## src/rtl/hec_pkg.sv

```systemverilog
// Shared types and constants for the half-edge connectivity builder.
// No dependencies.
`default_nettype none
package hec_pkg;
  typedef enum logic [1:0] {
    ST_OK        = 2'd0,
    ST_FACE_FULL = 2'd1,
    ST_EDGE_FULL = 2'd2
  } status_t;

  localparam int unsigned HASH_U = 32'd40503;
  localparam int unsigned HASH_V = 32'd2654435761;

  // one queued half-edge job from the front to the back
  typedef struct packed {
    logic [9:0]  cur;
    logic [9:0]  nxt;
    logic [11:0] he;
    logic [9:0]  face;
    logic [1:0]  corner;
    logic        first;
    logic        overflow;
  } job_t;
endpackage
`default_nettype wire

```

## src/rtl/hec_queue.sv

```systemverilog
// Short queue of jobs between front and back.
// Depends on hec_pkg.
`default_nettype none
module hec_queue (
  input  wire logic          clk,
  input  wire logic          rst_n,
  input  hec_pkg::job_t      wr_job,
  input  wire logic          wr_valid,
  output logic               wr_ready,
  output hec_pkg::job_t      rd_job,
  output logic               rd_valid,
  input  wire logic          rd_ready
);
  hec_pkg::job_t q_r [2];
  logic          wp_r;
  logic          rp_r;
  logic [1:0]    cnt_r;
  logic          wr_en;
  logic          rd_en;

  assign wr_ready = cnt_r != 2'd2;
  assign rd_valid = cnt_r != 2'd0;
  assign rd_job   = q_r[rp_r];
  assign wr_en    = wr_valid && wr_ready;
  assign rd_en    = rd_valid && rd_ready;

  always_ff @(posedge clk) begin
    if (wr_en) begin
      q_r[wp_r] <= wr_job;
    end
    if (!rst_n) begin
      wp_r  <= 1'b0;
      rp_r  <= 1'b0;
      cnt_r <= '0;
    end else begin
      if (wr_en) wp_r <= ~wp_r;
      if (rd_en) rp_r <= ~rp_r;
      cnt_r <= cnt_r + 2'(wr_en) - 2'(rd_en);
    end
  end

  a_cnt: assert property (@(posedge clk) disable iff (!rst_n)
    cnt_r <= 2'd2) else $error("queue count overflow");
endmodule
`default_nettype wire

```

## config.mk

```make
export PLATFORM = sky130hd
export DESIGN_NAME = hec_queue
export DESIGN_NICKNAME = d
export VERILOG_FILES = /design/src/rtl/hec_pkg.sv /design/src/rtl/hec_queue.sv
export SDC_FILE = /design/constraint.sdc
export NUM_CORES = 1
export LEC_CHECK = 0
export ABC_AREA = 1
export BUFFER_PORTS_ARGS = -buffer_cell sky130_fd_sc_hd__buf_2
export CAP_MARGIN = 40
export CORE_UTILIZATION = 30
export CTS_CLUSTER_DIAMETER = 40
export DETAILED_ROUTE_END_ITERATION = 8
export MAX_ROUTING_LAYER = met4
export SYNTH_ARGS = -nofsm -noshare
export SYNTH_HDL_FRONTEND = slang
export SYNTH_SLANG_ARGS = --single-unit
```

## constraint.sdc

```tcl
create_clock -name clk -period 4.05 [get_ports clk]
set_input_delay 0.6075 -clock clk [delete_from_list [all_inputs] [get_ports clk]]
set_output_delay 0.6075 -clock clk [all_outputs]
set_load 0.02 [all_outputs]
```

---- Yosys cells after proc, flatten, opt, wreduce, memory -nomap -nowiden ----
Memories as Yosys holds them, arrays and structs flattened. A register that Yosys moved wholly into a read port is not among the register bits.
Index checks and enable logic that the tools add are counted.
cells by class
  bitwise operators ....................... 2
  $add $sub $neg .......................... 2
  eq/ne operators ......................... 1
  muxes and demuxes ....................... 4
  reductions and logical operators ........ 3
operators by type and width
  kind                count
  $mux 1              4
  $add 2x1->2         1
  $logic_and 1x1->1   2
  $ne 2x2->1 const B  1
  $not 1->1           2
  $reduce_bool 2->1   1
  $sub 2x1->2         1
storage, ports and cells
  register bits after elaboration ......... 4
  word-level logic and storage cells ...... 16
  memory bits (writable) .................. 92
  output and inout bits ................... 48
  memories ................................ 1
memory list
  memory  words  width  rd ports  clocked after memory_dff  write ports  line             text
  q_r     2      46     1         1                         1            hec_queue.sv:14  hec_pkg::job_t q_r [2];

---- Depth between registers and ports, before layout ----
  depth in word-level cells ............... 4
  depth in mapped cells ................... 11
  depth with buffers taken out ............ 11

---- Least setup slack after synthesis ----
No wires, ideal clock.
  path kind ............................... flip-flop to flip-flop
  start ................................... register cnt_r[0]
  end ..................................... memory q_r[0][0] (netlist name) (enable)
  path slack .............................. 959 ps
  arrival ................................. 2641 ps
  library setup time ...................... 450 ps
  period minus slack after synthesis ...... 3091 ps
  stages on the path, launching flop included .. 5
  cells stage by stage .................... dfxtp_1 > inv_1 > nand2_1 > nand2_1 > nor2_1
between the ends
  cells in the longest elaborated chain, start to end .. 4
RTL lines
  element                       line             text
  start: declaration            hec_queue.sv:17  logic [1:0] cnt_r;
  start signal: assignment      hec_queue.sv:38  cnt_r <= cnt_r + 2'(wr_en) - 2'(rd_en);
  $ne 2x2->1                    hec_queue.sv:21  assign wr_ready = cnt_r != 2'd2;
  net wr_ready                  hec_queue.sv:9   output logic wr_ready,
  $logic_and 1x1->1             hec_queue.sv:24  assign wr_en = wr_valid && wr_ready;
  $mux 1                        hec_queue.sv:28  if (wr_en) begin
  $mux 1 (implied by the code)  hec_queue.sv:29  q_r[wp_r] <= wr_job;
  end: declaration              hec_queue.sv:14
The timed path passes the listed nets, and every way through them passes these cells.

==> impl_results.md <==
- Tmin final: 2.33 ns
- Mapped Area: 3760 sq um
- Post-cts hold buffer count: 0
- Syn_nets: between 200 and 250
- Core area: 12100 sq um
- Drt drc: 0
- Initial Utilization: 0.311
- Top Ports: 98
- Post-synthesis mux area share: 0.178
- Worst path slowest cell: dfxtp_4
- CTS root buf: clkbuf_16
- Outcome: finished clean
- Startpoint types: flop
- First-pass GRT wire length: about 9000 um
- Pwr Density: 651 nW/um^2
- Final hold slack: ~0.45 ns
- Non-filler cells, final: roughly 460
- Kind of critical path: reg -> out
- Fin. Hold Viols: 0
- Clk_lat worst skew: approximately 0.34 ns
- DP Wirelength: between 4000 and 5000 um
- Largest net degree at the start of global routing: 29
- Worst-margin pin slew: slightly below 0.7 ns
- Most common cell in the synthesized netlist: edfxtp_1
- Die ar.: roughly 13000 sq um
- Fmax: approximately 0.43 GHz
- VDD IR max: around 0.29 mV
- Setup_tns: 0 ns
- CTS clk-pin slew, worst paths: around 0.06 ns
- TritonCTS buffer count: 9
- CTS tree: built
- Arrival time at the worst endpoint: 1.73 ns
- DRT iter0 DRCs: 48
- Unrepaired setup endpoints after global routing: false
- Crit Path Max Fanout: 28
- Max Slew Vio Count: 0
- Post-Synthesis Cells: 179
- Sequential Power Share: 0.432
- Post-Synth Adder-Cell Area: 0.00665
- Diodes inserted: 0
- Distinct cell type count after synthesis: 12
- Number of flops mapped to enable cells by yosys: slightly above 90
- Cell taking the most area after synthesis: edfxtp_1
- Leakage power: 1.87 nW
- WL final: 5990 um
- Clk buf depth: 2
- Vias in the first global route: around 1900
- Final net count: approximately 340
- Placed insts: between 400 and 500
- Die Ht: 114 um
- Vias: ~1900
- Width of the die: between 100 and 150 um
- Yosys top cell area share: 0.734
- Sequential share of the synthesized area: 0.761
- Post-synthesis xor/xnor area fraction: 0
- #FFs+latches synth: between 90 and 100
- Resize count post-CTS: 0
- Compound-Gate Fraction of Synth Area: 0.00266
- H-tree levels: 3
- Logic pwr share: 0.263
- Ys flop type: edfxtp_1
- GRT Overall Usage: 0.101
- Layout cell share with drive strength beyond 1: 0.562
- CTS sink cnt: 97
- Crit-path cells: buf_12 -> mux2_2 -> buf_2
- Post-Syn Area per Cell: between 20 and 25 sq um
- Max Clock Skew: roughly 0.004 ns
- Area contributors post-synth: edfxtp_1 (73%), mux2_4 (16%), dfxtp_1 (2.7%), buf_12 (2.1%), mux2_2 (1.8%)
- Reg2Reg Setup Slack: between 2 and 2.5 ns
- Syn-to-layout area delta: 26.5%
- Final setup viols: 0
- Synth cell count leaders: edfxtp_1 (92), mux2_4 (40), nand2_1 (9), nor2_1 (8), inv_1 (7)
- Cell row count: 40
- Antenna violations before repair: 0
- Largest family of logic cells by synthesized area: multiplexers
- I/O Buffers: 97
- Yosys warning count: 0
- Via-per-instance ratio: 4.05
- Max incr delay on CP: ~0.57 ns
- Grt ovf: 0
- Post-CTS setup buffers: 0
- Fin crit share: 0.576
- Slew headroom: 0.545
- P_sw: between 0.8 and 0.9 mW
- Switching fraction of total power: 0.278
- Clock power share: 0.304
- CP endpoint kind: output pin
- Routed WL per cell: ~13 um
- P_int: 2.24 mW
- Pre-antenna DRT Iters: 4
- Hold Crit Class: in -> reg
- Async SR Flop Fraction: 0
- Max Cap Viol: 0
- CP Data Required Time: about 3.4 ns
- Synth Area in Simple Gates: 0.0210
- Final GP Congestion: between 0.6 and 0.7
- Core Util, Final: 0.393
- Post-route ant nets: 0
[metrics by stage]
step	total power [mW]	worst slack [ns]	area, sq um
floorplan	1.99	0.959	3760
global placement	2.17	1.85	4390
detailed placement	2.20	1.79	4430
CTS	3.16	1.66	4760
global route	3.25	1.62	4760
finish	3.10	1.72	4760
[routing by layer]
layer,vias up,GRT usage,wire [um]
met5,-,-,0
met1,894,0.0978,2280
met4,0,0.0494,103
li1,892,-,-
met2,57,0.170,3170
met3,11,0.0478,432
[placed cells by master, fill, tap and decap left out, drive strengths merged]
cell type and count:
mux2 46, inv 7, dfxtp 5, clkinv 2
clkinvlp 1, nand3 3, ha 2, edfxtp 92
buf 100, bufinv 3, nor2 8, clkbuf 10
nand2 9, a21oi 2
[worst max-delay path: cells and delay by family (launching register included)]
kind	cells	cell delay, ns
flops	1	0.57
mux	1	0.36
buf+inv	2	0.44
[path summary, 6_finish.rpt]
path         startpoint          to  cells after the start
max                flop  rd_job[45]                      3
min          wr_job[11]  q_r[1][11]                      1
max reg2reg    cnt_r[0]  q_r[0][41]                      5
min reg2reg        rp_r        flop                      2
[registers in the layout (all words and copies together), names as in the netlist, named ones only]
register  cells
cnt_r         2
rp_r          1
wp_r          1
q_r          92
[power by group through the flow]
| stage | Sequential (mW) | Clock (mW) | Combinational [mW] |
|---|---|---|---|
| after floorplan | 1.33 | 0 | 0.663 |
| after global placement | 1.41 | 0 | 0.768 |
| after detailed placement | 1.37 | 0 | 0.837 |
| after CTS | 1.34 | 0.976 | 0.839 |
| after global routing | 1.36 | 1.01 | 0.880 |
| final | 1.34 | 0.944 | 0.817 |
[cell type report]
type / count / area (sq um)
repair buffers: 100 / 533
inverters: 7 / 26.3
fillers: 1156 / 7350
clock inverters: 6 / 106
multi-input cells: 70 / 790
well taps: 168 / 210
flip-flops and latches: 97 / 2870
clock buffers: 10 / 229
[cells by family (layout without fill, tap and decap cells)]
family,Yosys count,count (layout)
AOI/OAI and AO/OA,2,2
adders and majority gates,2,2
buffers and inverters,12,123
DFF,97,97
muxes,46,46
and+or+nand+nor,20,20
No activity file was read; power rests on OpenSTA's default activity.
